--- src/ssrq_pkg.sv ---
// Shared types and constants for the sorted sector request queue.
`timescale 1ns / 1ps
package ssrq_pkg;

  localparam int DEPTH        = 16;
  localparam int TAG_WIDTH    = 8;
  localparam int SECTOR_WIDTH = 48;
  localparam int CNT_WIDTH    = $clog2(DEPTH + 1);

  typedef enum logic [1:0] {
    CMD_INSERT   = 2'd0,
    CMD_DISPATCH = 2'd1,
    CMD_REMOVE   = 2'd2,
    CMD_QUERY    = 2'd3
  } cmd_e;

  typedef enum logic [1:0] {
    ST_DONE     = 2'd0,
    ST_EMPTY    = 2'd1,
    ST_FULL     = 2'd2,
    ST_NOTFOUND = 2'd3
  } status_e;

  typedef struct packed {
    logic [TAG_WIDTH-1:0]    tag;
    logic [SECTOR_WIDTH-1:0] sector;
  } entry_t;

  // Broadcast from the controller to every cell.
  typedef struct packed {
    logic                    capture;   // latch compare flags against the new command
    logic                    shift_en;  // apply the registered command to the row
    cmd_e                    cmd;       // registered command
    logic [TAG_WIDTH-1:0]    cap_tag;   // tag of the command being accepted
    logic [SECTOR_WIDTH-1:0] cap_sector;
    entry_t                  new_entry; // registered entry for an insert
  } bcast_t;

endpackage

--- src/ssrq_cell.sv ---
// One slot of the sorted queue: holds an entry and its compare flags.
`timescale 1ns / 1ps
module ssrq_cell (
  input  logic                           clk_i,
  input  logic                           rst_ni,
  input  ssrq_pkg::bcast_t               bc_i,
  input  logic                           occ_i,
  input  ssrq_pkg::entry_t               left_i,
  input  ssrq_pkg::entry_t               right_i,
  input  logic                           after_i,
  input  logic                           seen_i,
  input  logic                           first_left_i,
  input  logic                           first_right_i,
  input  logic [ssrq_pkg::TAG_WIDTH-1:0] prev_acc_i,
  input  logic [ssrq_pkg::TAG_WIDTH-1:0] next_acc_i,
  input  logic                           next_hit_i,
  output ssrq_pkg::entry_t               entry_o,
  output logic                           after_o,
  output logic                           seen_o,
  output logic                           first_o,
  output logic [ssrq_pkg::TAG_WIDTH-1:0] prev_acc_o,
  output logic [ssrq_pkg::TAG_WIDTH-1:0] next_acc_o,
  output logic                           next_hit_o
);
  import ssrq_pkg::*;

  entry_t entry_q, entry_d;
  logic   ge_q, match_q;
  logic   hit;
  logic   next_mine;

  // Latch compares while the row is still stable.
  always_ff @(posedge clk_i or negedge rst_ni) begin
    if (!rst_ni) begin
      ge_q    <= 1'b0;
      match_q <= 1'b0;
    end else if (bc_i.capture) begin
      ge_q    <= (entry_q.sector >= bc_i.cap_sector);
      match_q <= (entry_q.tag == bc_i.cap_tag);
    end
  end

  always_ff @(posedge clk_i) begin
    entry_q <= entry_d;
  end

  assign hit       = occ_i && match_q;
  assign after_o   = !occ_i || ge_q;
  assign seen_o    = seen_i || hit;
  assign first_o   = hit && !seen_i;
  assign next_mine = first_left_i && occ_i;

  assign prev_acc_o = prev_acc_i | (first_right_i ? entry_q.tag : '0);
  assign next_acc_o = next_acc_i | (next_mine ? entry_q.tag : '0);
  assign next_hit_o = next_hit_i || next_mine;
  assign entry_o    = entry_q;

  always_comb begin
    entry_d = entry_q;
    if (bc_i.shift_en) begin
      case (bc_i.cmd)
        CMD_INSERT: begin
          if (after_o) begin
            entry_d = after_i ? left_i : bc_i.new_entry;
          end
        end
        CMD_DISPATCH: begin
          entry_d = right_i;
        end
        CMD_REMOVE: begin
          if (seen_o) begin
            entry_d = right_i;
          end
        end
        default: begin
        end
      endcase
    end
  end

endmodule

--- src/sorted_sector_request_queue.sv ---
// Top level of the sorted sector request queue: controller and row of cells.
`timescale 1ns / 1ps
// Disk request queue kept in ascending sector order, slot 0 lowest.
// Command channel: cmd_i, req_tag_i and sector_i transfer at a rising edge
// where start is high and busy is low. Commands: insert (before the first
// entry whose sector is >= the new one, else at the tail), dispatch the
// lowest entry, remove by tag, and query the neighbors of a tag.
// A command is accepted and then applied. In the accept cycle every cell
// compares its entry with the incoming tag and sector and latches the
// flags; in the next cycle busy is high while the flags ripple along the
// cell row, entries shift toward their neighbors and the result is
// registered. valid_o strobes for exactly one cycle with the result, in
// the cycle after busy; a new command can transfer in that same cycle,
// but none while busy is high. The receiver cannot stall: the result must
// be taken in its strobe cycle.
// Reset clears the fill count, the pending flag and the strobe; the slot
// contents stay undefined and are never read until written.
// An insert into a full queue reports full, a dispatch on an empty queue
// reports empty, and a missing tag reports not found; none of those
// changes the queue.
module sorted_sector_request_queue (
  input  logic                              clk_i,
  input  logic                              rst_ni,
  input  logic                              start,
  output logic                              busy,
  input  logic [1:0]                        cmd_i,
  input  logic [ssrq_pkg::TAG_WIDTH-1:0]    req_tag_i,
  input  logic [ssrq_pkg::SECTOR_WIDTH-1:0] sector_i,
  output logic                              valid_o,
  output logic [1:0]                        status_o,
  output logic [ssrq_pkg::TAG_WIDTH-1:0]    out_tag_o,
  output logic [ssrq_pkg::SECTOR_WIDTH-1:0] out_sector_o,
  output logic                              has_prev_o,
  output logic [ssrq_pkg::TAG_WIDTH-1:0]    prev_tag_o,
  output logic                              has_next_o,
  output logic [ssrq_pkg::TAG_WIDTH-1:0]    next_tag_o,
  output logic [ssrq_pkg::CNT_WIDTH-1:0]    fill_count_o
);
  import ssrq_pkg::*;

  logic                 pend_q;
  cmd_e                 cmd_q;
  entry_t               new_q;
  logic [CNT_WIDTH-1:0] count_q, count_d;
  logic                 accept;
  logic                 full, empty, found, ok;
  bcast_t               bc;

  // Row wiring.
  entry_t               ent_w      [DEPTH];
  logic                 after_w    [DEPTH];
  logic                 seen_w     [DEPTH];
  logic                 first_w    [DEPTH];
  logic [TAG_WIDTH-1:0] prev_acc_w [DEPTH];
  logic [TAG_WIDTH-1:0] next_acc_w [DEPTH];
  logic                 next_hit_w [DEPTH];
  logic                 occ        [DEPTH];

  // Result registers.
  logic                    valid_q;
  status_e                 status_q, status_d;
  logic [TAG_WIDTH-1:0]    out_tag_q, out_tag_d;
  logic [SECTOR_WIDTH-1:0] out_sec_q, out_sec_d;
  logic                    has_prev_q, has_prev_d;
  logic [TAG_WIDTH-1:0]    prev_tag_q, prev_tag_d;
  logic                    has_next_q, has_next_d;
  logic [TAG_WIDTH-1:0]    next_tag_q, next_tag_d;

  assign accept = start && !pend_q;
  assign busy   = pend_q;

  // Hold the accepted command for the apply cycle.
  always_ff @(posedge clk_i or negedge rst_ni) begin
    if (!rst_ni) begin
      pend_q  <= 1'b0;
      valid_q <= 1'b0;
      count_q <= '0;
      cmd_q   <= CMD_INSERT;
    end else begin
      pend_q  <= accept;
      valid_q <= pend_q;
      count_q <= count_d;
      if (accept) begin
        cmd_q <= cmd_e'(cmd_i);
      end
    end
  end

  always_ff @(posedge clk_i) begin
    if (accept) begin
      new_q.tag    <= req_tag_i;
      new_q.sector <= sector_i;
    end
    if (pend_q) begin
      status_q   <= status_d;
      out_tag_q  <= out_tag_d;
      out_sec_q  <= out_sec_d;
      has_prev_q <= has_prev_d;
      prev_tag_q <= prev_tag_d;
      has_next_q <= has_next_d;
      next_tag_q <= next_tag_d;
    end
  end

  assign full  = (count_q == CNT_WIDTH'(DEPTH));
  assign empty = (count_q == '0);
  assign found = seen_w[DEPTH-1];

  always_comb begin
    case (cmd_q)
      CMD_INSERT:   ok = !full;
      CMD_DISPATCH: ok = !empty;
      CMD_REMOVE:   ok = found;
      default:      ok = 1'b0;
    endcase
  end

  assign bc.capture    = accept;
  assign bc.shift_en   = pend_q && ok;
  assign bc.cmd        = cmd_q;
  assign bc.cap_tag    = req_tag_i;
  assign bc.cap_sector = sector_i;
  assign bc.new_entry  = new_q;

  // Build the row; flags ripple left to right, entries move either way.
  for (genvar i = 0; i < DEPTH; i++) begin : g_cell
    entry_t               left_e, right_e;
    logic                 after_in, seen_in, first_l, first_r, next_hit_in;
    logic [TAG_WIDTH-1:0] prev_in, next_in;

    assign occ[i] = (CNT_WIDTH'(i) < count_q);

    if (i == 0) begin : g_head
      assign left_e      = '0;
      assign after_in    = 1'b0;
      assign seen_in     = 1'b0;
      assign first_l     = 1'b0;
      assign prev_in     = '0;
      assign next_in     = '0;
      assign next_hit_in = 1'b0;
    end else begin : g_mid
      assign left_e      = ent_w[i-1];
      assign after_in    = after_w[i-1];
      assign seen_in     = seen_w[i-1];
      assign first_l     = first_w[i-1];
      assign prev_in     = prev_acc_w[i-1];
      assign next_in     = next_acc_w[i-1];
      assign next_hit_in = next_hit_w[i-1];
    end

    if (i == DEPTH - 1) begin : g_tail
      assign right_e = '0;
      assign first_r = 1'b0;
    end else begin : g_body
      assign right_e = ent_w[i+1];
      assign first_r = first_w[i+1];
    end

    ssrq_cell u_cell (
      .clk_i         (clk_i),
      .rst_ni        (rst_ni),
      .bc_i          (bc),
      .occ_i         (occ[i]),
      .left_i        (left_e),
      .right_i       (right_e),
      .after_i       (after_in),
      .seen_i        (seen_in),
      .first_left_i  (first_l),
      .first_right_i (first_r),
      .prev_acc_i    (prev_in),
      .next_acc_i    (next_in),
      .next_hit_i    (next_hit_in),
      .entry_o       (ent_w[i]),
      .after_o       (after_w[i]),
      .seen_o        (seen_w[i]),
      .first_o       (first_w[i]),
      .prev_acc_o    (prev_acc_w[i]),
      .next_acc_o    (next_acc_w[i]),
      .next_hit_o    (next_hit_w[i])
    );
  end

  // Fill count and result of the command in the apply cycle.
  always_comb begin
    count_d    = count_q;
    status_d   = ST_DONE;
    out_tag_d  = '0;
    out_sec_d  = '0;
    has_prev_d = 1'b0;
    prev_tag_d = '0;
    has_next_d = 1'b0;
    next_tag_d = '0;
    case (cmd_q)
      CMD_INSERT: begin
        if (full) begin
          status_d = ST_FULL;
        end else if (pend_q) begin
          count_d = count_q + CNT_WIDTH'(1);
        end
      end
      CMD_DISPATCH: begin
        if (empty) begin
          status_d = ST_EMPTY;
        end else begin
          out_tag_d = ent_w[0].tag;
          out_sec_d = ent_w[0].sector;
          if (pend_q) begin
            count_d = count_q - CNT_WIDTH'(1);
          end
        end
      end
      CMD_REMOVE: begin
        if (!found) begin
          status_d = ST_NOTFOUND;
        end else if (pend_q) begin
          count_d = count_q - CNT_WIDTH'(1);
        end
      end
      default: begin
        if (!found) begin
          status_d = ST_NOTFOUND;
        end else begin
          has_prev_d = !first_w[0];
          prev_tag_d = prev_acc_w[DEPTH-1];
          has_next_d = next_hit_w[DEPTH-1];
          next_tag_d = next_acc_w[DEPTH-1];
        end
      end
    endcase
  end

  assign valid_o      = valid_q;
  assign status_o     = status_q;
  assign out_tag_o    = out_tag_q;
  assign out_sector_o = out_sec_q;
  assign has_prev_o   = has_prev_q;
  assign prev_tag_o   = prev_tag_q;
  assign has_next_o   = has_next_q;
  assign next_tag_o   = next_tag_q;
  assign fill_count_o = count_q;

  // The apply cycle is always followed by a cycle with busy low and the result strobe.
  a_busy_one: assert property (@(posedge clk_i) disable iff (!rst_ni)
    busy |=> (!busy && valid_o))
    else $error("busy did not end with a result strobe");

  a_strobe_after_busy: assert property (@(posedge clk_i) disable iff (!rst_ni)
    valid_o |-> $past(busy))
    else $error("result strobe without a preceding apply cycle");

  a_count_range: assert property (@(posedge clk_i) disable iff (!rst_ni)
    count_q <= CNT_WIDTH'(DEPTH))
    else $error("fill count beyond depth");

  a_full_report: assert property (@(posedge clk_i) disable iff (!rst_ni)
    (valid_o && status_o == ST_FULL) |-> (fill_count_o == CNT_WIDTH'(DEPTH)))
    else $error("full status with room left");

  a_count_stable: assert property (@(posedge clk_i) disable iff (!rst_ni)
    !$past(busy) |-> $stable(count_q))
    else $error("fill count changed outside the apply cycle");

endmodule
--- config.mk ---
export PLATFORM = sky130hd
export DESIGN_NAME = sorted_sector_request_queue
export DESIGN_NICKNAME = d
export VERILOG_FILES = /design/src/ssrq_pkg.sv /design/src/ssrq_cell.sv /design/src/sorted_sector_request_queue.sv
export SDC_FILE = /design/constraint.sdc
export NUM_CORES = 2
export LEC_CHECK = 0
export BUFFER_PORTS_ARGS = -buffer_cell sky130_fd_sc_hd__buf_2
export CORE_MARGIN = 3
export CORE_UTILIZATION = 60
export CTS_BUF_LIST = sky130_fd_sc_hd__clkbuf_8
export DETAILED_ROUTE_END_ITERATION = 8
export PLACE_DENSITY = 0.77
export SLEW_MARGIN = 20
export SYNTH_ARGS = -nofsm -noshare
export SYNTH_HDL_FRONTEND = slang
export SYNTH_SLANG_ARGS = --single-unit
--- constraint.sdc ---
create_clock -name clk_i -period 9.05 [get_ports clk_i]
set_clock_uncertainty 0.05 [all_clocks]
set_input_delay 0 -clock clk_i [delete_from_list [all_inputs] [get_ports clk_i]]
set_output_delay 0 -clock clk_i [all_outputs]
set_load 0.005 [all_outputs]
# Word-level counts from Yosys, hierarchy flattened
# Cells that the tools add are included.
# word_totals
regBits	1069
latch_bits	0
mem_bits_rw	0
rom_bits	0
input_bits	61
out_inout_bits	83
word_cells	448
mem_count	0
# classes
add_sub_neg	2
n_mul	0
div	0
order_cmp	32
eq_ne	54
n_shift	0
n_mux	104
bitwise	30
n_reduce_logical	149
# ops
operator	n
56-bit case mux with 3 select lines	16
56-bit 2-to-1 mux	47
48-bit greater-or-equal comparator	16
8-bit 2-to-1 mux	30
8-bit bitwise OR	28
8-bit == test	16
4-bit AND reduction	16
2-bit by 1-bit inequality test with 1-bit output, second input constant	31
1-bit logical AND	48
1-bit logical OR	45
4-bit by 5-bit < comparator with 1-bit output, first input constant	8
1-bit zero test	34
5-bit 2-to-1 mux	5
3-bit by 5-bit < comparator with 1-bit output, first input constant	4
5-bit case mux with 3 select lines	1
1-bit by 5-bit < comparator with 1-bit output, first input constant	2
2-bit by 5-bit < comparator with 1-bit output, first input constant	2
2-bit inequality test, second input constant	4
5-bit by 1-bit adder with 5-bit output, second input constant	1
5-bit == test, second input constant	1
5-bit zero test	1
5-bit AND reduction	1
5-bit by 1-bit subtractor with 5-bit output, second input constant	1
2-bit 2-to-1 mux	2
10 further kinds	11

# Depth between registers and ports, before layout
# logic_depth
depth_word	20
ltp_mapped	14
depth_no_buf	10

# Modules after synthesis
# A second synthesis with hierarchy kept.
# unflattened
hier_cells	7691
hier_area_um2	76418.3
# modules_own_cells
mod	n_inst	cells_per_inst	area_each_um2	seq_area_each_um2
ssrq_cell	16	462	4450.5	1731.7
sorted_sector_request_queue	1	299	5210.0	4189.0

# Least setup slack after synthesis
# Ideal clock, no wire load.
# synth_path
path_kind	reg2reg
from	reg pend_q (netlist: busy)
to	reg g_cell[11].u_cell.entry_q (netlist bit g_cell[11].u_cell.entry_o[0]), enable pin
setup_time_ns	0.561
arrival_ns	6.866
required_ns	8.439
path_slack_ns	1.574
stages_incl_launch_ff	4
n_path_buf	1
cell_sequence	dfrtp_1 > nand3b_1 > buf_2 > a221oi_1
# synth_between
elab_chain_len	2
# synth_lines
item	line	rtl
from (decl)	sorted_sector_request_queue.sv:41	logic pend_q;
from (signal assigned)	sorted_sector_request_queue.sv:80	pend_q <= accept;
1-bit logical AND	sorted_sector_request_queue.sv:119	assign bc.shift_en = pend_q && ok;
4-bit AND reduction (no line)	-	
to (signal assigned)	ssrq_cell.sv:44	entry_q <= entry_d;
to (decl)	ssrq_cell.sv:27	entry_t entry_q, entry_d;
# Every way passes these cells.
# A chain may end at the register's enable or synchronous reset.

# Worst setup path after layout
# layout_path
from	reg count_q[2] (netlist: fill_count_o[2])
to	reg g_cell[5].u_cell.entry_q (netlist bit g_cell[5].u_cell.entry_o[45]), enable pin
# layout_between
elab_chain_len	20
# layout_lines
item	line	rtl
from (decl)	sorted_sector_request_queue.sv:44	logic [CNT_WIDTH-1:0] count_q, count_d;
from (signal assigned)	sorted_sector_request_queue.sv:82	count_q <= count_d;
1-bit by 5-bit < comparator with 1-bit output	sorted_sector_request_queue.sv:131	assign occ[i] = (CNT_WIDTH'(i) < count_q);
1-bit logical AND	ssrq_cell.sv:47	assign hit = occ_i && match_q;
1-bit logical OR (15 in series)	ssrq_cell.sv:49	assign seen_o = seen_i || hit;
1-bit case mux with 3 select lines	sorted_sector_request_queue.sv:110	case (cmd_q)
1-bit logical AND	sorted_sector_request_queue.sv:119	
4-bit AND reduction (no line) (*)	-	
to (signal assigned)	ssrq_cell.sv:44	
to (decl)	ssrq_cell.sv:27	
# Mark *: on every way between the ends. The rest lies on a longest branch, timed or not.

==> impl_metrics.json <==
{
  "worst_slack_ns": 4.20,
  "grt_overflow": 0,
  "dp.cells": 8015,
  "crit_path_frequent_cell": "buf_4",
  "status": "completed",
  "crit_chain": "a21oi_1 > o32a_1 > nand3_1 > nor3_1 > o21ai_0 > nand3b_1 > buf_4 > a221oi_4 > buf_4",
  "syn_area_per_cell_um2": 10.6,
  "synth_top_area_share": 0.438,
  "min_from": "req_tag_i[3]",
  "grt_antenna_before_repair": 8,
  "core_mm2": 0.116,
  "vias_per_cell": 6.67,
  "first_iter_violations": 7188,
  "fin_crit_sh": 0.536,
  "ys_async_sr_fraction": 0.0384,
  "root_buffer": "clkbuf_8",
  "rsz0062_at_grt": "no",
  "ir_worst_vdd_mv": 0.242,
  "rows": 125,
  "power_density_mw_per_mm2": 224,
  "post-cts-setup-buffers": 0,
  "io_buffers": 143,
  "multiInputGateArea_mm2": 0.0370,
  "arrival_ns": 5.36,
  "clockBufferDepth": 3,
  "regArea_mm2": 0.0319,
  "avgRoutedWirePerCell_um": 26.2,
  "grt_max_degree": 250,
  "ys_types": 85,
  "ctsHoldBuffers": 111,
  "grt_pass1_wl_mm": 335,
  "fin_nets": 7626,
  "finalNonFillerCells": 8460,
  "finalHoldWorstSlack_ns": 0.208,
  "ys.flop_type": "edfxtp_1",
  "first_pass_iters": 9,
  "routed_wl_mm": 222,
  "detailed_place_hpwl_mm": 154,
  "cp_slowest_cell": "dfrtp_1",
  "end_kind": "register",
  "clock_sink_count": 1069,
  "layout-drive-gt1-share": 0.0845,
  "path_class": "register to register",
  "p_total_mw": 17.3,
  "fill_cells": 8964,
  "synth_cells": 6653,
  "cts_resized": 0,
  "maxCapViolCount": 0,
  "period_minus_slack_ns": 4.85,
  "yosysTopAreaCell": "edfxtp_1",
  "synth_seq_cells": 1069,
  "htree_num_levels": 4,
  "io_pins": 144,
  "rr_startpoint": "fill_count_o[2]",
  "tritoncts": "built",
  "die_h_um": 349,
  "drc": 0,
  "max_stage_delay_ns": 0.97,
  "max_slew_margin": 0.209,
  "synth-edff-count": 1028,
  "initial_core_util": 0.605,
  "ys_seq_area_frac": 0.453,
  "finalHoldViolations": 0,
  "vias": 56400,
  "setup_violations": 0,
  "clk_latency_ns": 0.95,
  "area_growth_pct": 9.50,
  "holdCritPathClass": "primary input to register",
  "dp_slack_ns": 4.32,
  "detailed_place.area_mm2": 0.0726,
  "max_freq_ghz": 0.206,
  "grtUsageTotal": 0.359,
  "ant_nets": 0,
  "tightest_slew_ns": 1.16,
  "utilization": 0.663,
  "design_area_mm2": 0.0771,
  "required_ns": 9.55,
  "worstPathMaxFanout": 44,
  "die_w_um": 349,
  "die_area_mm2": 0.122,
  "path_clk_slew_ns": 0.06,
  "gp_congestion": 1.00,
  "setup_tns_ns": 0,
  "leakagePower_nw": 30.4,
  "synth_warnings": 0,
  "syn-num-nets": 7490,
  "drv_slew": 0,
  "crit_start": "fill_count_o[2]",
  "grt_pass1_vias": 55300,
  "final_common_cell": "nand2_1",
  "synth.area.top_cells": "edfxtp_1 44%, ha_1 14%, mux2i_1 11%",
  "critPathLaunchType": "register",
  "cts_buffers": 185,
  "syn_area_mm2": 0.0704,
  "final_cell_mix": "1,052 x nand2_1, 1,028 x edfxtp_1, 971 x o21ai_0, 781 x mux2i_1, 775 x ha_1"
}
flip-flops by register name, summed over array words and instances (netlist names), 5 cells and up:
name,flops
next_tag_o,8
g_cell.u_cell.entry_o,896
out_sector_o,48
bc,56
prev_tag_o,8
fill_count_o,5
g_cell.u_cell.match_q,16
out_tag_o,8
g_cell.u_cell.ge_q,16
path summary, 6_finish.rpt:
check | to | depth (start not counted) | slack (ns)
max | g_cell[5].u_cell.entry_o[45] | 9 | 4.20
min | bc[51] | 2 | 0.21
max reg2reg | g_cell[5].u_cell.entry_o[45] | 9 | 4.20
min reg2reg | g_cell[9].u_cell.match_q | 2 | 0.50
max in group asynchronous | busy | 4 | 7.94
min in group asynchronous | g_cell[14].u_cell.ge_q | 4 | 0.32
metal layers:
| metal | up-vias | track usage | share of wire |
|---|---|---|---|
| met3 | 607 | 0.0683 | 0.10 |
| li1 | 25400 | - | - |
| met4 | 0 | 0.170 | 0.052 |
| met2 | 3219 | 0.561 | 0.45 |
| met5 | - | 0 | 0 |
| met1 | 27200 | 0.484 | 0.39 |
report_power, final:
group          internal [mW]  switching, mW
clock network           2.12           2.12
registers               6.49          0.728
logic                   2.22           3.64
total                   10.8           6.49
cell type report:
cell class                 count  area share
sequential                  1069       0.414
antenna                       10    0.000325
clock inverter               122     0.00751
clock buffer                 202      0.0361
inverter                      81     0.00398
multi-input combinational   5102       0.480
timing repair buffer         350      0.0338
tap                         1524      0.0247
synthesized netlist by cell type, types with 81 or more instances:
master	count
edfxtp_1	1028
nand2_1	1052
xnor2_1	106
a21o_1	126
ha_1	776
nor2_1	153
o21ai_0	971
mux2i_1	781
inv_1	81
a21oi_1	279
clkbuf_1	281
nand4_1	158
critical path: cells and delay by family (launching register included):
family | cells | cell delay (ns)
buf+inv | 2 | 0.98
compound gates | 4 | 2.04
simple gates | 3 | 0.30
flops | 1 | 0.97
cell families after synthesis:
family / share of synthesized area
AOI/OAI and AO/OA: 0.140
xor gates and xnor gates: 0.0165
adders and majority gates: 0.138
buffers and inverters: 0.0272
DFF: 0.453
muxes: 0.120
and+or+nand+nor: 0.105
No activity file was read; power rests on OpenSTA's default activity.
